## config.mk

```make
export PLATFORM = sky130hd
export DESIGN_NAME = two_level_page_pool_allocator_unit_flat
export DESIGN_NICKNAME = d
export VERILOG_FILES = /design/src/sv/tppa_pkg.sv /design/src/sv/tppa_req_if.sv /design/src/sv/tppa_rsp_if.sv /design/src/sv/tppa_divider.sv /design/src/sv/two_level_page_pool_allocator_unit.sv /design/src/flat_wrapper.sv
export SDC_FILE = /design/constraint.sdc
export NUM_CORES = 2
export LEC_CHECK = 0
export ABC_AREA = 1
export BUFFER_PORTS_ARGS = -buffer_cell sky130_fd_sc_hd__buf_4
export CAP_MARGIN = 20
export CORE_UTILIZATION = 29
export DETAILED_ROUTE_END_ITERATION = 6
export PLACE_DENSITY_LB_ADDON = 0.3
export REMOVE_ABC_BUFFERS = 1
export SETUP_SLACK_MARGIN = 0.3
export SLEW_MARGIN = 20
export SYNTH_ARGS = -nofsm -noshare
export SYNTH_HDL_FRONTEND = slang
export SYNTH_HIERARCHICAL = 1
export SYNTH_SLANG_ARGS = --single-unit
```

## constraint.sdc

```tcl
create_clock -name clock -period 10.2 [get_ports clock]
set_input_delay 0 -clock clock [delete_from_list [all_inputs] [get_ports clock]]
set_output_delay 0 -clock clock [all_outputs]
set_load 0.02 [all_outputs]
```

## src/sv/tppa_pkg.sv

```systemverilog
`default_nettype none

package tppa_pkg;

   // field and register widths
   localparam int ADDR_W   = 48;
   localparam int PSIZE_W  = 17;
   localparam int PPA_W    = 7;
   localparam int STRIDE_W = 32;
   localparam int STAT_W   = 2;
   localparam int CSR_IDX_W = 2;
   localparam int CSR_DATA_W = 48;

   // widest bitmap a pool can hold
   localparam int BITMAP_MAX = 64;

   // parameter defaults
   localparam int NUM_POOLS_DEF = 32;
   localparam int MAX_PAGES_DEF = 64;

   // operation codes
   localparam logic OP_ALLOC = 1'b0;
   localparam logic OP_FREE  = 1'b1;

   // status codes
   localparam logic [STAT_W-1:0] ST_OK      = 2'd0;
   localparam logic [STAT_W-1:0] ST_OOM     = 2'd1;
   localparam logic [STAT_W-1:0] ST_BADFREE = 2'd2;

   // register indexes
   localparam logic [CSR_IDX_W-1:0] CSR_BASE   = 2'd0;
   localparam logic [CSR_IDX_W-1:0] CSR_PSIZE  = 2'd1;
   localparam logic [CSR_IDX_W-1:0] CSR_PPA    = 2'd2;
   localparam logic [CSR_IDX_W-1:0] CSR_STRIDE = 2'd3;

   // register reset values
   localparam logic [ADDR_W-1:0]   BASE_RST   = '0;
   localparam logic [PSIZE_W-1:0]  PSIZE_RST  = 17'd64;
   localparam logic [PPA_W-1:0]    PPA_RST    = 7'd64;
   localparam logic [STRIDE_W-1:0] STRIDE_RST = 32'd65536;

endpackage

`default_nettype wire

```

## src/sv/tppa_req_if.sv

```systemverilog
`default_nettype none

interface tppa_req_if;
   import tppa_pkg::*;

   logic              valid;
   logic              ready;
   logic              operation;
   logic [ADDR_W-1:0] address;

   modport source (output valid, output operation, output address, input ready);
   modport sink   (input valid, input operation, input address, output ready);
endinterface

`default_nettype wire

```

## src/sv/tppa_rsp_if.sv

```systemverilog
`default_nettype none

interface tppa_rsp_if;
   import tppa_pkg::*;

   logic              valid;
   logic              ready;
   logic [ADDR_W-1:0] page_address;
   logic [STAT_W-1:0] status;

   modport source (output valid, output page_address, output status, input ready);
   modport sink   (input valid, input page_address, input status, output ready);
endinterface

`default_nettype wire

```

## src/sv/tppa_divider.sv

```systemverilog
`default_nettype none

module tppa_divider (
   input  wire logic                          clock,
   input  wire logic                          reset,
   input  wire logic                          start,
   input  wire logic [tppa_pkg::ADDR_W-1:0]   dividend,
   input  wire logic [tppa_pkg::STRIDE_W-1:0] divisor,
   output logic                               busy,
   output logic                               done,
   output logic [tppa_pkg::ADDR_W-1:0]        quotient,
   output logic [tppa_pkg::STRIDE_W-1:0]      remainder
);
   import tppa_pkg::*;

   localparam int CNT_W = $clog2(ADDR_W + 1);

   logic [ADDR_W-1:0]   quo_ff, quo_in;
   logic [STRIDE_W-1:0] rem_ff, rem_in;
   logic [STRIDE_W-1:0] dvs_ff, dvs_in;
   logic [CNT_W-1:0]    cnt_ff, cnt_in;
   logic                busy_ff, busy_in;
   logic                done_ff, done_in;
   logic [STRIDE_W:0]   trial;
   logic [STRIDE_W:0]   diff;

   // one quotient bit per cycle, restoring
   always_comb begin
      trial   = {rem_ff, quo_ff[ADDR_W-1]};
      diff    = trial - {1'b0, dvs_ff};
      quo_in  = quo_ff;
      rem_in  = rem_ff;
      dvs_in  = dvs_ff;
      cnt_in  = cnt_ff;
      busy_in = busy_ff;
      done_in = 1'b0;
      if (start) begin
         quo_in  = dividend;
         rem_in  = '0;
         dvs_in  = divisor;
         cnt_in  = CNT_W'(ADDR_W);
         busy_in = 1'b1;
      end else if (busy_ff) begin
         if (trial >= {1'b0, dvs_ff}) begin
            rem_in = diff[STRIDE_W-1:0];
            quo_in = {quo_ff[ADDR_W-2:0], 1'b1};
         end else begin
            rem_in = trial[STRIDE_W-1:0];
            quo_in = {quo_ff[ADDR_W-2:0], 1'b0};
         end
         cnt_in = cnt_ff - 1'b1;
         if (cnt_ff == CNT_W'(1)) begin
            busy_in = 1'b0;
            done_in = 1'b1;
         end
      end
   end

   always_ff @(posedge clock) begin
      quo_ff <= quo_in;
      rem_ff <= rem_in;
      dvs_ff <= dvs_in;
      cnt_ff <= cnt_in;
      if (reset) begin
         busy_ff <= 1'b0;
         done_ff <= 1'b0;
      end else begin
         busy_ff <= busy_in;
         done_ff <= done_in;
      end
   end

   assign busy      = busy_ff;
   assign done      = done_ff;
   assign quotient  = quo_ff;
   assign remainder = rem_ff;

endmodule

`default_nettype wire

```

## src/sv/two_level_page_pool_allocator_unit.sv

```systemverilog
// Page allocator over NUM_POOLS pools of up to 64 fixed-size pages each.
// req_ch carries one word per request: operation (allocate or free) and the
// address to free. rsp_ch returns one word per request: page_address and status
// (ok, out of memory, invalid free). The csr_ port writes base_address,
// page_size, pages_per_array and array_stride; the user must write them only
// while the block is idle, which the block itself does not enforce. Pool bitmaps
// live in one synchronous memory (one read, one write per cycle); active bits
// are flip-flops and double as the bitmaps' valid bits. Allocate: reads the
// bitmap of each active pool in turn until one has a free page, else activates
// an idle pool (out of memory if none is idle), then marks the page, forms the
// address and loads the output register. Free: two passes through the shared
// bit-serial divider (pool then page) plus a read-modify-write. Out of memory
// on a zero page count and a free below base skip the scan and the divider. The
// next request is taken once its result has entered the output register; if the
// receiver stalls the next result holds in the block and no further request is
// taken. Reset clears all pools to inactive, loads the register defaults and
// empties the output register; no clearing pass is needed.
`default_nettype none

module two_level_page_pool_allocator_unit #(
   parameter int NUM_POOLS = tppa_pkg::NUM_POOLS_DEF,
   parameter int MAX_PAGES = tppa_pkg::MAX_PAGES_DEF
) (
   input  wire logic                            clock,
   input  wire logic                            reset,
   tppa_req_if.sink                             req_ch,
   tppa_rsp_if.source                           rsp_ch,
   input  wire logic                            csr_write_enable,
   input  wire logic [tppa_pkg::CSR_IDX_W-1:0]  csr_index,
   input  wire logic [tppa_pkg::CSR_DATA_W-1:0] csr_write_data
);
   import tppa_pkg::*;

   localparam int PW   = (MAX_PAGES < BITMAP_MAX) ? MAX_PAGES : BITMAP_MAX;
   localparam int IW   = (PW > 1) ? $clog2(PW) : 1;
   localparam int PIW  = (NUM_POOLS > 1) ? $clog2(NUM_POOLS) : 1;
   localparam int PPW  = PIW + STRIDE_W;
   localparam int PGW  = IW + PSIZE_W;

   localparam logic [3:0] S_IDLE     = 4'd0;
   localparam logic [3:0] S_SCAN_RD  = 4'd1;
   localparam logic [3:0] S_SCAN_CHK = 4'd2;
   localparam logic [3:0] S_ACTIVATE = 4'd3;
   localparam logic [3:0] S_MARK     = 4'd4;
   localparam logic [3:0] S_MUL      = 4'd5;
   localparam logic [3:0] S_ADD      = 4'd6;
   localparam logic [3:0] S_DIV_POOL = 4'd7;
   localparam logic [3:0] S_DIV_PAGE = 4'd8;
   localparam logic [3:0] S_FREE_RD  = 4'd9;
   localparam logic [3:0] S_FREE_CHK = 4'd10;
   localparam logic [3:0] S_RESP     = 4'd11;

   typedef struct packed {
      logic           found;
      logic [PIW-1:0] idx;
   } pick_type;

   // lowest set bit of vec at or above from
   function automatic pick_type pick_from(input logic [NUM_POOLS-1:0] vec,
                                          input logic [PIW:0] from);
      pick_type r;
      r.found = 1'b0;
      r.idx   = '0;
      for (int i = NUM_POOLS - 1; i >= 0; i--) begin
         if (vec[i] && ((PIW + 1)'(i) >= from)) begin
            r.found = 1'b1;
            r.idx   = PIW'(i);
         end
      end
      return r;
   endfunction

   // config registers
   logic [ADDR_W-1:0]   base_ff;
   logic [PSIZE_W-1:0]  psize_ff;
   logic [PPA_W-1:0]    ppa_ff;
   logic [STRIDE_W-1:0] stride_ff;

   // control and datapath registers
   logic [3:0]           state_ff, state_in;
   logic [NUM_POOLS-1:0] active_ff, active_in;
   logic [PIW-1:0]       pool_ff, pool_in;
   logic [IW-1:0]        page_ff, page_in;
   logic [PW-1:0]        bmp_ff, bmp_in;
   logic [PW-1:0]        lm_ff, lm_in;
   logic [PPW-1:0]       prodp_ff, prodp_in;
   logic [PGW-1:0]       prodg_ff, prodg_in;
   logic [ADDR_W-1:0]    res_addr_ff, res_addr_in;
   logic [STAT_W-1:0]    res_st_ff, res_st_in;
   logic                 rsp_valid_ff, rsp_valid_in;
   logic [ADDR_W-1:0]    rsp_addr_ff, rsp_addr_in;
   logic [STAT_W-1:0]    rsp_st_ff, rsp_st_in;

   // bitmap memory
   logic [PW-1:0] bmp_mem [NUM_POOLS];
   logic [PW-1:0] mem_rd_ff;
   logic          mem_we;
   logic [PW-1:0] mem_wd;

   // divider hookup
   logic                div_start;
   logic [ADDR_W-1:0]   div_dividend;
   logic [STRIDE_W-1:0] div_divisor;
   logic                div_busy;
   logic                div_done;
   logic [ADDR_W-1:0]   div_quo;
   logic [STRIDE_W-1:0] div_rem;

   // helpers
   logic [STRIDE_W-1:0] stride_eff;
   logic [PSIZE_W-1:0]  psize_eff;
   logic [PPA_W-1:0]    lim;
   logic [PW-1:0]       lm_calc;
   logic [PW-1:0]       free_bits;
   logic [IW-1:0]       low_free;
   logic [PW-1:0]       page_bit;
   logic [PW-1:0]       cleared;
   logic                req_fire;
   pick_type            first_act;
   pick_type            next_act;
   pick_type            first_idle;

   assign stride_eff = (stride_ff == '0) ? STRIDE_W'(1) : stride_ff;
   assign psize_eff  = (psize_ff == '0) ? PSIZE_W'(1) : psize_ff;
   assign lim        = (ppa_ff > PPA_W'(PW)) ? PPA_W'(PW) : ppa_ff;

   // page limit mask
   always_comb begin
      for (int i = 0; i < PW; i++) begin
         lm_calc[i] = (PPA_W'(i) < lim);
      end
   end

   // lowest free page of the chosen pool
   assign free_bits = ~bmp_ff & lm_ff;
   always_comb begin
      low_free = '0;
      for (int i = PW - 1; i >= 0; i--) begin
         if (free_bits[i]) begin
            low_free = IW'(i);
         end
      end
   end

   assign page_bit   = PW'(1) << page_ff;
   assign cleared    = mem_rd_ff & ~page_bit;
   assign first_act  = pick_from(active_ff, '0);
   assign next_act   = pick_from(active_ff, (PIW + 1)'(pool_ff) + 1'b1);
   assign first_idle = pick_from(~active_ff, '0);
   assign req_fire   = req_ch.valid && req_ch.ready;

   // config writes
   always_ff @(posedge clock) begin
      if (reset) begin
         base_ff   <= BASE_RST;
         psize_ff  <= PSIZE_RST;
         ppa_ff    <= PPA_RST;
         stride_ff <= STRIDE_RST;
      end else if (csr_write_enable) begin
         unique case (csr_index)
            CSR_BASE:   base_ff   <= csr_write_data[ADDR_W-1:0];
            CSR_PSIZE:  psize_ff  <= csr_write_data[PSIZE_W-1:0];
            CSR_PPA:    ppa_ff    <= csr_write_data[PPA_W-1:0];
            CSR_STRIDE: stride_ff <= csr_write_data[STRIDE_W-1:0];
            default: ;
         endcase
      end
   end

   // sequencer
   always_comb begin
      state_in     = state_ff;
      active_in    = active_ff;
      pool_in      = pool_ff;
      page_in      = page_ff;
      bmp_in       = bmp_ff;
      lm_in        = lm_ff;
      prodp_in     = prodp_ff;
      prodg_in     = prodg_ff;
      res_addr_in  = res_addr_ff;
      res_st_in    = res_st_ff;
      mem_we       = 1'b0;
      mem_wd       = '0;
      div_start    = 1'b0;
      div_dividend = req_ch.address - base_ff;
      div_divisor  = stride_eff;

      unique case (state_ff)
         S_IDLE: begin
            if (req_fire) begin
               res_addr_in = '0;
               lm_in       = lm_calc;
               if (req_ch.operation == OP_ALLOC) begin
                  if (lim == '0) begin
                     res_st_in = ST_OOM;
                     state_in  = S_RESP;
                  end else if (first_act.found) begin
                     pool_in  = first_act.idx;
                     state_in = S_SCAN_RD;
                  end else begin
                     state_in = S_ACTIVATE;
                  end
               end else if (req_ch.address < base_ff) begin
                  res_st_in = ST_BADFREE;
                  state_in  = S_RESP;
               end else begin
                  div_start = 1'b1;
                  state_in  = S_DIV_POOL;
               end
            end
         end
         S_SCAN_RD: begin
            state_in = S_SCAN_CHK;
         end
         S_SCAN_CHK: begin
            if ((~mem_rd_ff & lm_ff) != '0) begin
               bmp_in   = mem_rd_ff;
               state_in = S_MARK;
            end else if (next_act.found) begin
               pool_in  = next_act.idx;
               state_in = S_SCAN_RD;
            end else begin
               state_in = S_ACTIVATE;
            end
         end
         S_ACTIVATE: begin
            if (first_idle.found) begin
               pool_in              = first_idle.idx;
               active_in[first_idle.idx] = 1'b1;
               bmp_in               = '0;
               state_in             = S_MARK;
            end else begin
               res_st_in = ST_OOM;
               state_in  = S_RESP;
            end
         end
         S_MARK: begin
            mem_we   = 1'b1;
            mem_wd   = bmp_ff | (PW'(1) << low_free);
            page_in  = low_free;
            state_in = S_MUL;
         end
         S_MUL: begin
            prodp_in = PPW'(pool_ff) * PPW'(stride_eff);
            prodg_in = PGW'(page_ff) * PGW'(psize_eff);
            state_in = S_ADD;
         end
         S_ADD: begin
            res_addr_in = base_ff + ADDR_W'(prodp_ff) + ADDR_W'(prodg_ff);
            res_st_in   = ST_OK;
            state_in    = S_RESP;
         end
         S_DIV_POOL: begin
            div_dividend = ADDR_W'(div_rem);
            div_divisor  = STRIDE_W'(psize_eff);
            if (div_done) begin
               if (div_quo >= ADDR_W'(NUM_POOLS)) begin
                  res_st_in = ST_BADFREE;
                  state_in  = S_RESP;
               end else begin
                  pool_in   = div_quo[PIW-1:0];
                  div_start = 1'b1;
                  state_in  = S_DIV_PAGE;
               end
            end
         end
         S_DIV_PAGE: begin
            if (div_done) begin
               if (div_quo >= ADDR_W'(PW) || !active_ff[pool_ff]) begin
                  res_st_in = ST_BADFREE;
                  state_in  = S_RESP;
               end else begin
                  page_in  = div_quo[IW-1:0];
                  state_in = S_FREE_RD;
               end
            end
         end
         S_FREE_RD: begin
            state_in = S_FREE_CHK;
         end
         S_FREE_CHK: begin
            if (!mem_rd_ff[page_ff]) begin
               res_st_in = ST_BADFREE;
            end else begin
               mem_we    = 1'b1;
               mem_wd    = cleared;
               res_st_in = ST_OK;
               if (cleared == '0) begin
                  active_in[pool_ff] = 1'b0;
               end
            end
            state_in = S_RESP;
         end
         S_RESP: begin
            if (!rsp_valid_ff || rsp_ch.ready) begin
               state_in = S_IDLE;
            end
         end
         default: state_in = S_IDLE;
      endcase
   end

   // output register
   always_comb begin
      rsp_valid_in = rsp_valid_ff;
      rsp_addr_in  = rsp_addr_ff;
      rsp_st_in    = rsp_st_ff;
      if (rsp_valid_ff && rsp_ch.ready) begin
         rsp_valid_in = 1'b0;
      end
      if (state_ff == S_RESP && (!rsp_valid_ff || rsp_ch.ready)) begin
         rsp_valid_in = 1'b1;
         rsp_addr_in  = res_addr_ff;
         rsp_st_in    = res_st_ff;
      end
   end

   always_ff @(posedge clock) begin
      pool_ff     <= pool_in;
      page_ff     <= page_in;
      bmp_ff      <= bmp_in;
      lm_ff       <= lm_in;
      prodp_ff    <= prodp_in;
      prodg_ff    <= prodg_in;
      res_addr_ff <= res_addr_in;
      res_st_ff   <= res_st_in;
      rsp_addr_ff <= rsp_addr_in;
      rsp_st_ff   <= rsp_st_in;
      if (reset) begin
         state_ff     <= S_IDLE;
         active_ff    <= '0;
         rsp_valid_ff <= 1'b0;
      end else begin
         state_ff     <= state_in;
         active_ff    <= active_in;
         rsp_valid_ff <= rsp_valid_in;
      end
   end

   // bitmap memory, registered read
   always_ff @(posedge clock) begin
      if (mem_we) begin
         bmp_mem[pool_ff] <= mem_wd;
      end
      mem_rd_ff <= bmp_mem[pool_ff];
   end

   tppa_divider u_div (
      .clock     (clock),
      .reset     (reset),
      .start     (div_start),
      .dividend  (div_dividend),
      .divisor   (div_divisor),
      .busy      (div_busy),
      .done      (div_done),
      .quotient  (div_quo),
      .remainder (div_rem)
   );

   assign req_ch.ready        = (state_ff == S_IDLE);
   assign rsp_ch.valid        = rsp_valid_ff;
   assign rsp_ch.page_address = rsp_addr_ff;
   assign rsp_ch.status       = rsp_st_ff;

   // checks
   a_div_start_idle: assert property (@(posedge clock) disable iff (reset)
      div_start |-> !div_busy)
      else $error("divider restarted while busy");

   a_mem_write_state: assert property (@(posedge clock) disable iff (reset)
      mem_we |-> (state_ff == S_MARK || state_ff == S_FREE_CHK))
      else $error("bitmap write outside mark or free");

   a_mark_active: assert property (@(posedge clock) disable iff (reset)
      (state_ff == S_MARK) |-> active_ff[pool_ff])
      else $error("page marked in an inactive pool");

   a_div_wait: assert property (@(posedge clock) disable iff (reset)
      (state_ff == S_DIV_POOL || state_ff == S_DIV_PAGE) |-> (div_busy || div_done))
      else $error("waiting on an idle divider");

endmodule

`default_nettype wire
```

## src/flat_wrapper.sv

```systemverilog
// flat-port wrapper written by rule: the top's interface ports become plain ports
module two_level_page_pool_allocator_unit_flat import tppa_pkg::*;
#(
   parameter int NUM_POOLS = tppa_pkg::NUM_POOLS_DEF,
   parameter int MAX_PAGES = tppa_pkg::MAX_PAGES_DEF
)
  (clock, reset, csr_write_enable, csr_index, csr_write_data, req_ch_valid, req_ch_operation, req_ch_address, req_ch_ready, rsp_ch_valid, rsp_ch_page_address, rsp_ch_status, rsp_ch_ready);
  tppa_req_if req_ch_i ();
  tppa_rsp_if rsp_ch_i ();
  input  wire logic clock;
  input  wire logic reset;
  input  wire logic csr_write_enable;
  input  wire logic [tppa_pkg::CSR_IDX_W-1:0] csr_index;
  input  wire logic [tppa_pkg::CSR_DATA_W-1:0] csr_write_data;
  input wire logic [$bits(req_ch_i.valid)-1:0] req_ch_valid;
  input wire logic [$bits(req_ch_i.operation)-1:0] req_ch_operation;
  input wire logic [$bits(req_ch_i.address)-1:0] req_ch_address;
  output wire logic [$bits(req_ch_i.ready)-1:0] req_ch_ready;
  output wire logic [$bits(rsp_ch_i.valid)-1:0] rsp_ch_valid;
  output wire logic [$bits(rsp_ch_i.page_address)-1:0] rsp_ch_page_address;
  output wire logic [$bits(rsp_ch_i.status)-1:0] rsp_ch_status;
  input wire logic [$bits(rsp_ch_i.ready)-1:0] rsp_ch_ready;
  assign req_ch_i.valid = req_ch_valid;
  assign req_ch_i.operation = req_ch_operation;
  assign req_ch_i.address = req_ch_address;
  assign req_ch_ready = req_ch_i.ready;
  assign rsp_ch_valid = rsp_ch_i.valid;
  assign rsp_ch_page_address = rsp_ch_i.page_address;
  assign rsp_ch_status = rsp_ch_i.status;
  assign rsp_ch_i.ready = rsp_ch_ready;
  two_level_page_pool_allocator_unit #(.NUM_POOLS(NUM_POOLS), .MAX_PAGES(MAX_PAGES)) u_core (.clock(clock), .reset(reset), .req_ch(req_ch_i), .rsp_ch(rsp_ch_i), .csr_write_enable(csr_write_enable), .csr_index(csr_index), .csr_write_data(csr_write_data));
endmodule
```

==> reports/qor.txt <==
worst stage delay on the critical path: 0.54 ns
Antenna Nets Post-Route: 0
Post-synth EDFFs: 2427
Clock Path Buffers: 4
HP Class: in2reg
number of port buffers: 155
CP most frequent cell: nand2_1
die height: 648 um
Worst EP required: 10.81 ns
Setup Slack @ Placement: 2.43 ns
IO Count: 156
CP max FO: 7
WHS Path Cells: 4
worst r2r path cells: 35
Max-cap violations: 0
vias in the first global route: 81848
final wirelength: 405 mm
r2r setup slk: 2.30 ns
share of layout cells above drive strength 1: 8.50%
Distinct cells, synth: 68
via count: 87358
slowest library cell on the worst path: fa_1
CP endpoint kind: flop
Via density: 5.14
multi-input logic area: 0.0381 mm2
final std cell area, no fill: 0.140 mm2
post-synthesis instance total: 11041
Final Util: 33.8%
Post-DP Area: 0.129 mm2
Startpoint Class: flop
detailed placement HPWL: 238 mm
Synth area leader: edfxtp_1
total gr overflow: 0
Starting Density: 29.2%
Clock Skew: 0.0911 ns
outcome: completed
htree depth: 5
die area: 0.420 mm2
Ys Warns: 6
Post-Layout Cell Count: 16980
Pwr Density: 237 mW/mm2
placed cells: 16261
Reg2Reg Capture Point: u_core/prodp_ff[36]$_DFFE_PP_
Residual DRC: 0
DRT Pass-1 Iters: 7
hold path start: csr_write_data[16]
RSZ-0062 raised after global routing: false
Total GRT Usage: 18.6%
Final period util: 77.4%
core box area: 0.415 mm2
peak supply drop: 0.223 mV
FP Rows: 236
Async SR Flop Fraction: 0%
routability congestion estimate: 1.02
root buffer cell: clkbuf_16
top-count cell post-synth: edfxtp_1
Filler Cells Inserted: 41351
global-route wire length before repair: 578 mm
DR WL/cell: 23.8 um
worst slew pin tran: 1.23 ns
number of CTS-inserted buffers: 294
slew margin rel.: 17.8%
# clock sinks: 2672
Final Hold Vio Count: 0
cells resized by post-CTS repair: 0
Post-CTS Setup Repair Bufs: 0
Slew Limit Fails: 0
WHS: 0.0716 ns
CTS clk-pin slew, worst paths: 0.07 ns
setup TNS: 0 ns
largest net degree at the start of global routing: 175
CTS tree: built
crit path time final: 7.90 ns
Syn Area/Cell: 11.0 um2
Commonest cells post-synth: 2427 x edfxtp_1, 1616 x nand2_1, 1459 x nor2_1
Fmax achieved: 127 MHz
total power: 33.2 mW
top_reg_cell synth: edfxtp_1
Skew-Pair Late Insertion Delay: 0.93 ns
R2R Path Start: u_core/stride_ff[27]$_SDFFE_PP0P_
leakage: 51.1 nW
Post-Syn Area: 0.121 mm2
Crit path arrival time: 8.51 ns
Setup WS post-layout: 2.30 ns
Final #Nets: 11749
sequential fraction of the synthesis area: 64.2%
FF+latch count, synth: 2672
Iteration-0 DRC Markers: 8758
Die Wd: 648 um
top cells by area, synth: edfxtp_1 60%, o21ai_0 5.8%, nand2_1 5.0%, nor2_1 4.5%, dfxtp_1 4.0%
area grow syn2layout: 15.8%
initial antenna violation count: 17
crit path kind: reg2reg
storage element area: 0.0778 mm2
share of the synthesized area in the top cell type: 60.2%
final setup violation count: 0
Hold EP: u_core/stride_ff[16]$_SDFFE_PP1P_
-- metal layers --
| metal | global-route usage, % | vias up | share of wire (%) |
|---|---|---|---|
| met5 | 0 | - | 0.0059 |
| met4 | 6.34 | 4 | 3.8 |
| met3 | 2.73 | 754 | 7.2 |
| met2 | 30.8 | 3428 | 47 |
| met1 | 24.9 | 43546 | 42 |
| li1 | - | 39626 | - |
-- repair_timing --
item	CTS	global route
setup endpoints to repair	0	0
endpoints found under the hold margin	175	0
hold buffers	167	0
-- cell families after synthesis --
group / synth area share [%]
simple gates: 11.8
compound gates: 13.5
flops: 64.2
buf+inv: 4.66
fa+ha+maj: 5.14
xor+xnor: 0.593
-- state kept, by name, indices dropped and copies added, names as in the netlist, 37 cells and up --
register	count
u_core/rsp_ch.page_address	48
u_core/res_addr_ff	48
u_core/bmp_mem	2048
u_core/mem_rd_ff	64
u_core/bmp_ff	64
u_core/base_ff	48
u_core/lm_ff	64
u_core/u_div/quotient	48
u_core/prodp_ff	37
-- layout make-up --
type | count | share of cell area (%)
flip-flops and latches | 2672 | 55.5
multi-input cells | 6877 | 27.1
clock buffers | 399 | 5.80
well taps | 5474 | 4.88
repair buffers | 515 | 3.19
inverters | 894 | 2.41
clock inverters | 142 | 1.11
diodes | 7 | 0.0125
-- how the worst max path moves through the flow --
stage | start | to | slack [ns] | depth (start not counted)
detailed placement | u_core/stride_ff[27]$_SDFFE_PP0P_ | u_core/prodp_ff[36]$_DFFE_PP_ | 2.43 | 35
finish | u_core/stride_ff[27]$_SDFFE_PP0P_ | u_core/prodp_ff[36]$_DFFE_PP_ | 2.30 | 35
global route | u_core/stride_ff[16]$_SDFFE_PP1P_ | u_core/prodp_ff[36]$_DFFE_PP_ | 1.52 | 35
floorplan | u_core/pool_ff[0]$_DFFE_PP_ | u_core/pool_ff[0]$_DFFE_PP_ | -34.27 | 31
CTS | u_core/stride_ff[27]$_SDFFE_PP0P_ | u_core/prodp_ff[36]$_DFFE_PP_ | 2.37 | 35
global placement | u_core/stride_ff[27]$_SDFFE_PP0P_ | u_core/prodp_ff[35]$_DFFE_PP_ | 2.26 | 41
-- placed cells by master (no fill, tap or decap), drive strengths merged, types with 4 or more instances in the layout --
cell type	n
nor4	36
a211oi	8
xor2	52
clkinvlp	5
a21oi	435
o41ai	4
a221oi	153
o211ai	21
clkbuf	399
bufinv	25
or2	24
inv	898
buf	348
nor3b	4
nand4	35
xnor2	30
nor3	76
dlygate4sd3	167
a311oi	11
o2111ai	12
nand3	259
ha	214
dfxtp	245
o311ai	5
and2	7
o21bai	14
o21ai	1440
nand2	1639
clkinv	108
fa	177
o31ai	8
diode	7
a31oi	34
o22ai	530
nor2	1473
a21o	5
nand3b	14
edfxtp	2427
a22o	130
o21a	14
-- power by group --
group	switching, mW	internal (mW)
Sequential	0.483	13.1
Clock	4.45	6.27
Combinational	6.49	2.41
Total	11.4	21.8
-- critical path, delay by kind of cell, from the launching register on --
family | cells | cell delay [ns]
compound gates | 15 | 3.27
fa+ha+maj | 4 | 1.94
buf+inv | 1 | 0.04
flops | 1 | 0.37
xor+xnor | 1 | 0.11
simple gates | 14 | 1.87
No activity file was read; power rests on OpenSTA's default activity.
